--- src/apc_pkg.sv ---
`timescale 1ns / 1ps
`default_nettype none
package apc_pkg;

  localparam int DATA_W    = 32;
  localparam int WIDE_W    = 52;
  localparam int SUM_W     = 40;
  localparam int PADDR_W   = 4;

  localparam logic [1:0] REG_NODE_COUNT      = 2'd0;
  localparam logic [1:0] REG_ITERATION_COUNT = 2'd1;
  localparam logic [1:0] REG_DAMPING         = 2'd2;
  localparam logic [1:0] REG_PREFERENCE      = 2'd3;

  localparam logic signed [DATA_W-1:0] S32_MIN = {1'b1, {(DATA_W-1){1'b0}}};
  localparam logic signed [DATA_W-1:0] S32_MAX = {1'b0, {(DATA_W-1){1'b1}}};

  typedef struct packed {
    logic [6:0]               node_count;
    logic [9:0]               iteration_count;
    logic [15:0]              damping;
    logic signed [DATA_W-1:0] preference;
    logic                     node_count_wr;
  } cfg_t;

  function automatic logic signed [DATA_W-1:0] sat32(input logic signed [WIDE_W-1:0] v);
    logic [WIDE_W-DATA_W:0] hi;
    hi = v[WIDE_W-1:DATA_W-1];
    if ((&hi) || !(|hi)) begin
      return v[DATA_W-1:0];
    end
    return v[WIDE_W-1] ? S32_MIN : S32_MAX;
  endfunction

endpackage
`default_nettype wire

--- src/apc_cfg.sv ---
`timescale 1ns / 1ps
`default_nettype none
module apc_cfg (
  input  wire logic                          clk,
  input  wire logic                          rst,
  input  wire logic                          psel,
  input  wire logic                          penable,
  input  wire logic                          pwrite,
  input  wire logic [apc_pkg::PADDR_W-1:0]   paddr,
  input  wire logic [31:0]                   pwdata,
  output logic      [31:0]                   prdata,
  output logic                               pready,
  output apc_pkg::cfg_t                      cfg
);

  logic [6:0]         node_count;
  logic [9:0]         iteration_count;
  logic [15:0]        damping;
  logic signed [31:0] preference;
  logic               wr;
  logic [1:0]         idx;

  assign pready = 1'b1;
  assign idx    = paddr[3:2];
  assign wr     = psel & penable & pwrite;

  always_ff @(posedge clk) begin
    if (rst) begin
      node_count      <= 7'd64;
      iteration_count <= 10'd100;
      damping         <= 16'd32768;
      preference      <= '0;
    end else if (wr) begin
      case (idx)
        apc_pkg::REG_NODE_COUNT:      node_count      <= pwdata[6:0];
        apc_pkg::REG_ITERATION_COUNT: iteration_count <= pwdata[9:0];
        apc_pkg::REG_DAMPING:         damping         <= pwdata[15:0];
        apc_pkg::REG_PREFERENCE:      preference      <= pwdata;
        default: ;
      endcase
    end
  end

  always_comb begin
    case (idx)
      apc_pkg::REG_NODE_COUNT:      prdata = {25'd0, node_count};
      apc_pkg::REG_ITERATION_COUNT: prdata = {22'd0, iteration_count};
      apc_pkg::REG_DAMPING:         prdata = {16'd0, damping};
      apc_pkg::REG_PREFERENCE:      prdata = preference;
      default:                      prdata = '0;
    endcase
  end

  assign cfg.node_count      = node_count;
  assign cfg.iteration_count = iteration_count;
  assign cfg.damping         = damping;
  assign cfg.preference      = preference;
  assign cfg.node_count_wr   = wr && (idx == apc_pkg::REG_NODE_COUNT);

endmodule
`default_nettype wire

--- config.mk ---
export PLATFORM = sky130hd
export DESIGN_NAME = apc_cfg
export DESIGN_NICKNAME = d
export VERILOG_FILES = /design/src/apc_pkg.sv /design/src/apc_cfg.sv
export SDC_FILE = /design/constraint.sdc
export NUM_CORES = 1
export LEC_CHECK = 0
export BUFFER_PORTS_ARGS = -buffer_cell sky130_fd_sc_hd__buf_2
export CORE_MARGIN = 5
export CORE_UTILIZATION = 40
export DETAILED_ROUTE_END_ITERATION = 10
export PLACE_DENSITY_LB_ADDON = 0.15
export SETUP_SLACK_MARGIN = 0.1
export SLEW_MARGIN = 15
export SYNTH_ARGS = -nofsm -noshare
export SYNTH_HDL_FRONTEND = slang
export SYNTH_SLANG_ARGS = --single-unit
--- constraint.sdc ---
create_clock -name clk -period 1.3 [get_ports clk]
set_input_delay 0.26 -clock clk [delete_from_list [all_inputs] [get_ports clk]]
set_output_delay 0.26 -clock clk [all_outputs]
set_load 0.01 [all_outputs]
======== Yosys cells after proc, flatten, opt, wreduce, memory -nomap -nowiden ========
Cells that the tools add are included.
cells by class
  equality and inequality tests ........... 3
  multiplexer cells ....................... 1
  bitwise gates (word level) .............. 2
  reductions and logical operators ........ 6
operator list
  kind                                           count
  case mux 32 bit (4 select lines)               1
  AND reduction 2 bit                            4
  == test 2 bit, second input constant           2
  AND 1 bit                                      2
  == test 2 x 1 -> 1 bit, second input constant  1
  logical NOT 2 bit                              1
  logical AND 1 bit                              1
storage, ports and cells
  register bits ........................... 65
  input port bits ......................... 41
  output and inout bits ................... 99
  logic and storage cells ................. 16

======== Longest topological paths before layout ========
  word-level depth ........................ 3
  gate-level depth with buffers ........... 6
  gate-level depth less buffers ........... 3

======== Least setup slack after synthesis ========
OpenSTA, ideal clock, no wires.
  path type ............................... input -> output
  start point ............................. in paddr[3] (netlist bit)
  end point ............................... out prdata[7]
  arrival ................................. 1148 ps
  required time ........................... 1040 ps
  path slack .............................. -108 ps
  cell stages on the path ................. 4
  path buffers ............................ 2
  cell sequence ........................... buf_6 > buf_2 > mux2_2 > a22o_1
between the ends
  longest elaborated chain between the ends .. 2
  elaborated cells between the ends (all ways) .. 5
  classes of those cells .................. 3 x eq/ne; 1 x mux; 1 x reduce/logical
ends and longest elaborated chain
  element                                RTL line       RTL
  start, declared                        apc_cfg.sv:9   input wire logic [apc_pkg::PADDR_W-1:0] paddr,
  == test 2 bit (tied with other cells)  apc_cfg.sv:45  case (idx)
  case mux 32 bit (4 select lines) (*)   apc_cfg.sv:45
  end, declared                          apc_cfg.sv:11  output logic [31:0] prdata,
Every way passes the cells marked *; elsewhere a longest branch is shown, timed or not.

======== Worst setup path in the final report ========
  start point ............................. reg preference[0]
  end point ............................... out prdata[0]
between the ends
  longest elaborated chain between the ends .. 1
ends and longest elaborated chain
  element                           RTL line       RTL
  start, declared                   apc_cfg.sv:19  logic signed [31:0] preference;
  start signal, assigned            apc_cfg.sv:38  apc_pkg::REG_PREFERENCE: preference <= pwdata;
  case mux 32 bit (4 select lines)  apc_cfg.sv:45
Every way passes these cells.

==> metrics.txt <==
gr usage total 0.196; placed instance area 4140 um2; Register Area 1370 um2; Hold Buf Count CTS 0; CTS tree yes; commonest cells in the netlist dfxtp_1 (65), nand2b_1 (61), o21ai_0 (59); fmax 650 MHz; Synth Area in Compound Gates 0.107; sequential share of the synthesized area 0.402; slowest stage delay, CP 480 ps; layout cells sized above 1 0.554; Post-Syn Area 3230 um2; most common cell in the netlist dfxtp_1; pwr/cell area 849 nW/um2; Setup Skew 0 ps; Worst-Skew Late Latency 330 ps; drt pass-1 iters 4; RSZ-0062 raised after global routing yes; clock root cell clkbuf_8; Layout Nets 563; Synth async-reset ratio 0; initial antenna violation count 0; die width 99.9 um; Synth top area share 0.402; Area contributors post-synth dfxtp_1 (40%), mux2i_1 (12%), nand2b_1 (12%); CP bufs+invs 1; row count 32; setup_tns -2140 ps; ANT cells 0; Placer Congestion 0.763; Final ANT Viol Nets 0; cell count after synthesis 349; failing checks negative setup slack; DIE AREA 9980 um2; initial drt markers 78; setup violators final 15; core area 7810 um2; clk sinks 65; # IOs 140; final worst slack -239 ps; Initial Util 0.414; XOR/XNOR share of the synthesized area 0; worst-case vdd ir drop 546 uV; crit path DAT 1280 ps; post-route cell area 5070 um2; Final Total Pwr 4.31 mW; clock buffer depth 2; detailed placer's ending HPWL 6370 um; area delta synth->final 56.9%; CP top delay family multiplexers; Adder-Cell Fraction of Synth Area 0; Crit-path slowest cell mux4_2; CP startpoint kind flip-flop; status complete, but fails checks; worst setup path class reg -> out; first-pass GRT wire length 15800 um; clock-pin transition on the worst setup and hold timing paths 80 ps; min cycle time layout 1540 ps; CP required 1040 ps; Placed Cells 581; Post-synth EDFFs 0; total gr overflow 0; DR vias/cell 4.97; critical path fanouts, max 2; fin cells 629; cts bufs inserted 9; Hold Vio Cnt, Final 0; vias in the first global route 3143; main combinational cell family by area after synthesis simple AND/OR/NAND/NOR gates; syn_nets 390; Max-cap violations 0; fillcell total 665; main flop type after synthesis dfxtp_1; via count 3128; Simple-Gate Fraction of Synth Area 0.254; Place WS -179 ps; mux contribution to synthesized area 0.180; #FFs+latches synth 65; H-Tree Depth 3; largest net degree at the start of global routing 56; Die Ht 99.9 um; Yosys warnings 0; Leak 2.39 nW; fin crit share 1.18; Multi-input gate area 1850 um2; Post-Route WL 9990 um; synth unique cells 26; port bufs 136; dominant cell type by area after synthesis dfxtp_1; syn_area_per_cell 9.27 um2; Slew Limit Fails 0; Hold Path Class in -> reg; DRC errors left 0; CP Cell Sequence mux4_2 > buf_6; WL/cell 15.9 um; Critical Path End Type output port
-- tightest hold or removal path: stages --
cell and delay [ps]:
buf_2 90, nand2b_1 60, o21ai_1 50
-- flip-flops by register name, indices dropped and copies added, names as in the netlist --
name	cells
iteration_count	10
node_count	7
damping	16
preference	32
-- power breakdown --
part	total (mW)	switching, mW	internal (mW)
combinational	0.557	0.264	0.293
sequential	2.04	0.0169	2.02
clock	1.72	0.783	0.932
-- cell families (layout without fill, tap and decap cells) --
| kind of cell | after synthesis | after routing |
|---|---|---|
| AO/OA/AOI/OAI | 67 | 67 |
| buffers and inverters | 35 | 213 |
| flip-flops | 65 | 65 |
| multiplexers | 49 | 49 |
| other | 1 | 1 |
| AND/OR/NAND/NOR | 132 | 132 |
-- cell type report --
cell class,instances,share of cell area
inverters,1,0.000740
clock buffers,11,0.0279
repair buffers,196,0.301
flip-flops and latches,65,0.269
clock inverters,5,0.0108
multi-input cells,249,0.365
well taps,102,0.0251
-- metal layers --
layer,track usage,share of wire
met1,0.262,0.43
met4,0.0641,0.013
met5,0,0
met2,0.320,0.50
met3,0.0368,0.062
-- timing repair --
item | in CTS | in global routing
endpoints found under the hold margin | 0 | 0
buffers inserted | 25 | 5
pin swaps | 4 | 4
cloned | 4 | 0
resized for setup | 82 | 54
setup endpoints to repair | 33 | 50
-- cells in the final DEF (no fill, tap or decap), drive strengths merged --
master and n:
nor2 9, a22o 3, o21ai 64, nor3b 1, clkbuf 11, and3 16
or3 1, clkinvlp 2, nand2b 61, nand3 1, bufinv 1, inv 1
mux2 3, conb 1, mux2i 39, and2b 1, mux4 7, clkinv 2
nand2 1, dfxtp 65, buf 196, or3b 1, or2 1, nor2b 39
-- final timing paths --
path | to | slack (ps) | cells past startpoint | start
max | prdata[0] | -240 | 2 | preference[0]
min | preference[30] | 160 | 3 | pwdata[30]
max reg2reg | preference[0] | 430 | 4 | preference[0]
min reg2reg | damping[4] | 490 | 2 | damping[4]
-- stage by stage --
stage / hold WS [ps] / util
3_5_place_dp: 479 / 0.531
4_1_cts: 147 / 0.621
5_1_grt: 154 / 0.650
2_1_floorplan: 406 / -
6_report: 164 / 0.650
3_3_place_gp: 469 / 0.531
Power figures use the tool's default switching activity.
