File: src/apc_pkg.sv
`timescale 1ns / 1ps
`default_nettype none
package apc_pkg;

  localparam int DATA_W    = 32;
  localparam int WIDE_W    = 52;
  localparam int SUM_W     = 40;
  localparam int PADDR_W   = 4;

  localparam logic [1:0] REG_NODE_COUNT      = 2'd0;
  localparam logic [1:0] REG_ITERATION_COUNT = 2'd1;
  localparam logic [1:0] REG_DAMPING         = 2'd2;
  localparam logic [1:0] REG_PREFERENCE      = 2'd3;

  localparam logic signed [DATA_W-1:0] S32_MIN = {1'b1, {(DATA_W-1){1'b0}}};
  localparam logic signed [DATA_W-1:0] S32_MAX = {1'b0, {(DATA_W-1){1'b1}}};

  typedef struct packed {
    logic [6:0]               node_count;
    logic [9:0]               iteration_count;
    logic [15:0]              damping;
    logic signed [DATA_W-1:0] preference;
    logic                     node_count_wr;
  } cfg_t;

  function automatic logic signed [DATA_W-1:0] sat32(input logic signed [WIDE_W-1:0] v);
    logic [WIDE_W-DATA_W:0] hi;
    hi = v[WIDE_W-1:DATA_W-1];
    if ((&hi) || !(|hi)) begin
      return v[DATA_W-1:0];
    end
    return v[WIDE_W-1] ? S32_MIN : S32_MAX;
  endfunction

endpackage
`default_nettype wire

File: src/apc_damp.sv
`timescale 1ns / 1ps
`default_nettype none
module apc_damp #(
  parameter int AW = 12
) (
  input  wire logic                     clk,
  input  wire logic                     rst,
  input  wire logic                     in_v,
  input  wire logic signed [31:0]       nv,
  input  wire logic signed [31:0]       ov,
  input  wire logic [AW-1:0]            in_addr,
  input  wire logic [15:0]              damping,
  output logic                          out_v,
  output logic signed [31:0]            out_data,
  output logic [AW-1:0]                 out_addr,
  output logic                          busy
);

  logic [16:0]        wn;
  logic signed [49:0] p_new;
  logic signed [49:0] p_old;
  logic               p_v;
  logic [AW-1:0]      p_addr;
  logic signed [51:0] t;
  logic signed [51:0] q;

  assign wn = 17'(18'h10000 - {2'b00, damping});
  assign t  = {{2{p_new[49]}}, p_new} + {{2{p_old[49]}}, p_old} + 52'sd32768;
  assign q  = t >>> 16;
  assign busy = p_v | out_v;

  always_ff @(posedge clk) begin
    if (rst) begin
      p_v   <= 1'b0;
      out_v <= 1'b0;
    end else begin
      p_v   <= in_v;
      out_v <= p_v;
    end
    p_new    <= $signed({1'b0, wn}) * nv;
    p_old    <= $signed({1'b0, damping}) * ov;
    p_addr   <= in_addr;
    out_data <= apc_pkg::sat32(q);
    out_addr <= p_addr;
  end

  assert property (@(posedge clk) disable iff (rst) in_v |=> p_v)
    else $error("damp stage one lost a request");
  assert property (@(posedge clk) disable iff (rst) p_v |=> out_v && out_addr == $past(p_addr))
    else $error("damp output address mismatch");
  assert property (@(posedge clk) disable iff (rst) out_v |-> $past(in_v, 2))
    else $error("damp output without request");

endmodule
`default_nettype wire

File: config.mk
export PLATFORM = sky130hd
export DESIGN_NAME = apc_damp
export DESIGN_NICKNAME = d
export VERILOG_FILES = /design/src/apc_pkg.sv /design/src/apc_damp.sv
export SDC_FILE = /design/constraint.sdc
export NUM_CORES = 2
export LEC_CHECK = 0
export BUFFER_PORTS_ARGS = -buffer_cell sky130_fd_sc_hd__buf_2
export CAP_MARGIN = 10
export CORE_UTILIZATION = 40
export DETAILED_ROUTE_END_ITERATION = 12
export PLACE_DENSITY = 0.65
export REMOVE_ABC_BUFFERS = 1
export SETUP_SLACK_MARGIN = 0.3
export SLEW_MARGIN = 40
export SYNTH_ARGS = -nofsm -noshare
export SYNTH_HDL_FRONTEND = slang
export SYNTH_SLANG_ARGS = --single-unit
File: constraint.sdc
create_clock -name clk -period 15.7 [get_ports clk]
set_clock_uncertainty 0.05 [all_clocks]
set_input_delay 0 -clock clk [delete_from_list [all_inputs] [get_ports clk]]
set_output_delay 0 -clock clk [all_outputs]
set_load 0.02 [all_outputs]
# After elaboration in Yosys (flattened, before gate mapping)

Cells that the tools add are included.

Output and inout port bits: 46
Register bits after elaboration: 157
Input bits: 95

Reductions and logical operators: 4
Bitwise gates (word level): 1
Multiplexer cells: 4
Add/sub/neg operators: 3
Multiply operators: 2

Operators with widths:

| operator                 | number |
|---|---|
| $mux W32                 | 3 |
| $add A51 B17 Y52 const B | 1 |
| $add A50 B49 Y51         | 1 |
| $mul A18 B32 Y50         | 1 |
| $mul A17 B32 Y49         | 1 |
| $sub A17 B16 Y17 const A | 1 |
| $reduce_and A5 Y1        | 1 |
| $reduce_or A5 Y1         | 1 |
| $logic_not A1 Y1         | 1 |
| $logic_or A1 B1 Y1       | 1 |
| $mux W1                  | 1 |
| $or A1 B1 Y1             | 1 |

# Depth between registers and ports, before layout

Depth in word-level cells: 7
Mapped depth: 32
Mapped depth without buffers: 29

# Least setup slack after synthesis

No wires, ideal clock.

Kind: in2reg
From: in damping[5]
To: reg p_new[46]
Setup time: 0.120 ns
Cell stages on the path: 30
Buffers on the path: 2
Required time: 15.530 ns
Arrival time: 7.122 ns
Setup slack: 8.408 ns
Cell sequence: clkbuf_1 > nor4_1 > nand2b_1 > nor4_1 > nor2b_1 > xnor2_1 > clkbuf_1 > nand2_1 > fa_1 > inv_1 > fa_1 > inv_1 > fa_1 > inv_1 > fa_1 > fa_1 > inv_1 > fa_1 > inv_1 > ha_1 > inv_1 > o21bai_1 > a31o_2 > a221oi_1 > o21ai_1 > a21oi_1 > o21ai_1 > a31o_2 > a31o_2 > a211o_1

Longest elaborated chain between the ends: 2

RTL lines:

| element              | line           | RTL |
|---|---|---|
| start, declared      | apc_damp.sv:12 | `input wire logic [15:0] damping,` |
| $sub A17 B16 Y17     | apc_damp.sv:27 | `assign wn = 17'(18'h10000 - {2'b00, damping});` |
| $mul A18 B32 Y50     | apc_damp.sv:40 | `p_new <= $signed({1'b0, wn}) * nv;` |
| end signal, assigned | apc_damp.sv:40 |  |
| end, declared        | apc_damp.sv:20 | `logic signed [49:0] p_new;` |

Every way passes these cells.
A chain may end at the register's enable or synchronous reset.

# Final worst setup path

From: in damping[5]
To: reg p_new[48]

Same word-level chain as after synthesis.

==> key figures <==
Die
  – Core Box Area: 0.107 mm^2
  – Die area: 0.109 mm^2
  – Die W: 331 um
  – Die height: 331 um
  – Initial Utilization: 40.4%
  – # IOs: 141
  – Rows: 120

Timing
  – # setup viols final: 0
  – Final min period: 8190 ps
  – Slew HR: 50.3%
  – Worst slew pin tran: 738 ps
  – Fin. Hold Viols: 0
  – RSZ-0062 raised after global routing: false
  – Period utilization: 52.1%
  – Final Slew Violations: 0
  – FMAX: 122 MHz
  – Setup TNS: 0 ps

Synthesis
  – Main combinational cell family by area after synthesis: adder cells
  – Post-synthesis cell type count: 69
  – Syn Std Cell Area: 0.0432 mm^2
  – Syn Area/Cell: 9.10 um^2
  – Post-synth top area cell: fa_1
  – Ranking of synthesized cells by area: fa_1 47%, inv_1 9.9%, ha_1 9.7%
  – Sequential-to-total area share from yosys stat: 7.27%
  – Synth Area in Adders: 56.5%
  – Post-synth top area share: 46.8%
  – Asr flop ratio synth: 0%
  – Syn. warnings: 0
  – Number of synthesized flops with an enable pin: 0
  – Number of synthesized register bits: 157
  – Post-synthesis compound-gate area fraction: 6.34%
  – Post-synthesis mux area share: 0.0492%
  – Ys flop type: dfxtp_1
  – Post-synthesis xor/xnor area fraction: 2.90%
  – Post-Synthesis Cells: 4748
  – Simple-gate share of the synthesized area: 15.2%

Global routing
  – Initial antenna violation count: 5
  – First-pass GRT wire length: 180000 um
  – Total gr overflow: 0
  – Vias in the first global route: 33500
  – Largest net degree at the start of global routing: 38
  – Tot GR Track Use: 21.0%

Route
  – Residual DRC: 0
  – Vias post-DR: 30900
  – Total Wirelength: 108000 um
  – Post-DRT Antenna Nets: 0
  – DR iter-0 viols: 1805
  – Via density per instance: 5.02
  – Post-DR wirelength/cell: 17.5 um
  – 1st-pass router iterations: 5

Clocking
  – H-tree depth: 4
  – Cts bufs inserted: 17
  – Clock Root Buffer: clkbuf_16
  – CTS max path bufs: 2
  – Clock Latency Late Sink: 500 ps
  – CTS sink count: 157
  – Clk pin slew, worst setup/hold paths: 80 ps
  – Post-cts resize count: 0
  – Setup bufs post-CTS: 0
  – CTS tree: done

Final layout
  – Layout Utilization: 43.1%
  – Syn-to-layout area delta: 6.73%
  – Ratio of cells with drive above 1 in the final layout: 5.27%
  – Nets: 6185
  – Finished Layout Cells: 6163

Worst setup path
  – Crit path max-delay family: adder cells
  – Buf/Inv on CP: 9
  – Worst path arrival time: 8490 ps
  – Worst EP required: 16000 ps
  – Worst-path fanout max: 34
  – Worst setup EP type: flip-flop
  – Critical path launch point: damping[5]
  – Max incr delay on CP: 580 ps
  – Worst path slowest cell: nor4_1
  – Reg2reg start: p_new[40]
  – Worst setup SP type: input pin
  – Crit Path Category: in -> reg

Flow run
  – Max Cap Viol: 0

Placement
  – PortBufs: 140
  – GP Congestion: 0.911
  – Dpl hpwl: 87100 um
  – Placed Cells: 6114

Run status
  – Status: finished clean

Worst hold path
  – Min-delay worst type: in -> reg
  – Hold path start: damping[0]
## cells in the mapped netlist (4+ instances only)
cell       instances
dfxtp_1          157
a21boi_0           4
a211oi_1           5
a21o_1           100
nor3_1            22
nor2_1            58
nand2_1          670
o211ai_1           7
inv_1           1137
o21a_1            11
or2_2              4
ha_1             334
a21oi_1          125
buf_6              5
a31o_2             7
nor4_1             9
and3_1            16
buf_1              5
nand3_1           34
o21ai_0           55
nand4b_1           4
a41oi_1            5
nand4_1           16
clkbuf_1         199
and2_1           457
a31oi_1           14
fa_1            1010
o31ai_1            7
o311ai_0           4
a221o_1            5
nand2b_1          18
a41o_1             4
o21ai_1            6
xor2_1            54
o21bai_1          21
a2111oi_0          4
xnor2_1           87
nor2b_1           24
## registers in the layout (all words and copies together), names as in the netlist
register,cells
out_addr,12
out_data,32
out_v,1
p_addr,12
p_new,50
p_old,49
p_v,1
## area by class of cell
type                       instances  area, um^2
fill                           10400       60900
multi-input combinational       3244       35100
inverter                        1137        4270
sequential                       157        3140
tap                             1403        1760
timing repair buffer             189        1180
clock buffer                      17         425
clock inverter                    15         209
antenna                            1        2.50
## logic make-up after synthesis
kind of cell,after synthesis
mux,2
simple gates,1344
flops,157
compound gates,412
buf+inv,1347
xor+xnor,142
fa+ha+maj,1344
## worst paths after layout
check                       to  cells past startpoint  slack (ps)
hold reg to reg    out_addr[0]                      0         270
setup / recovery     p_new[48]                     31        7510
hold / removal        p_old[0]                      3          80
setup reg to reg  out_data[10]                     13       11440
## metrics by stage
step / worst slack [ps] / hold WS [ps] / cell area, um^2
detailed placement: 7090 / 53.9 / 45300
floorplan: 7970 / -22.3 / 42400
finish: 7510 / 83.0 / 46100
global route: 6940 / 69.5 / 46100
CTS: 7620 / 38.6 / 46100
global placement: 7180 / 53.1 / 45200
## layer usage
metal	up-vias	track usage, %	routed length, um	part of all wire (%)
met5	-	0	29	0.027
li1	14000	-	-	-
met3	146	2.76	5530	5.1
met2	843	35.0	51800	48
met1	15900	28.6	47800	44
met4	4	5.58	2820	2.6
## layout by cell type (no fill, tap or decap), drive strengths merged, types with 21 or more instances in the layout
master,count
and2,457
nor3,22
nand3,34
a21oi,125
dfxtp,157
ha,334
nand2,670
a21o,102
fa,1010
buf,173
xor2,55
nor2,58
inv,1144
o21bai,21
o21ai,63
nor2b,24
xnor2,87
## repair_timing
action / in CTS / in global routing
hold buffers: 16 / 0
setup endpoints to repair: 0 / 0
hold endpoints to repair: 16 / 0
## worst min-delay path: stages
cell and delay, ps:
buf_2 100, buf_4 260, and2_1 210
Power is not shown: default switching activity piles up to over one toggle a cycle in this logic, so the estimate is an artifact.
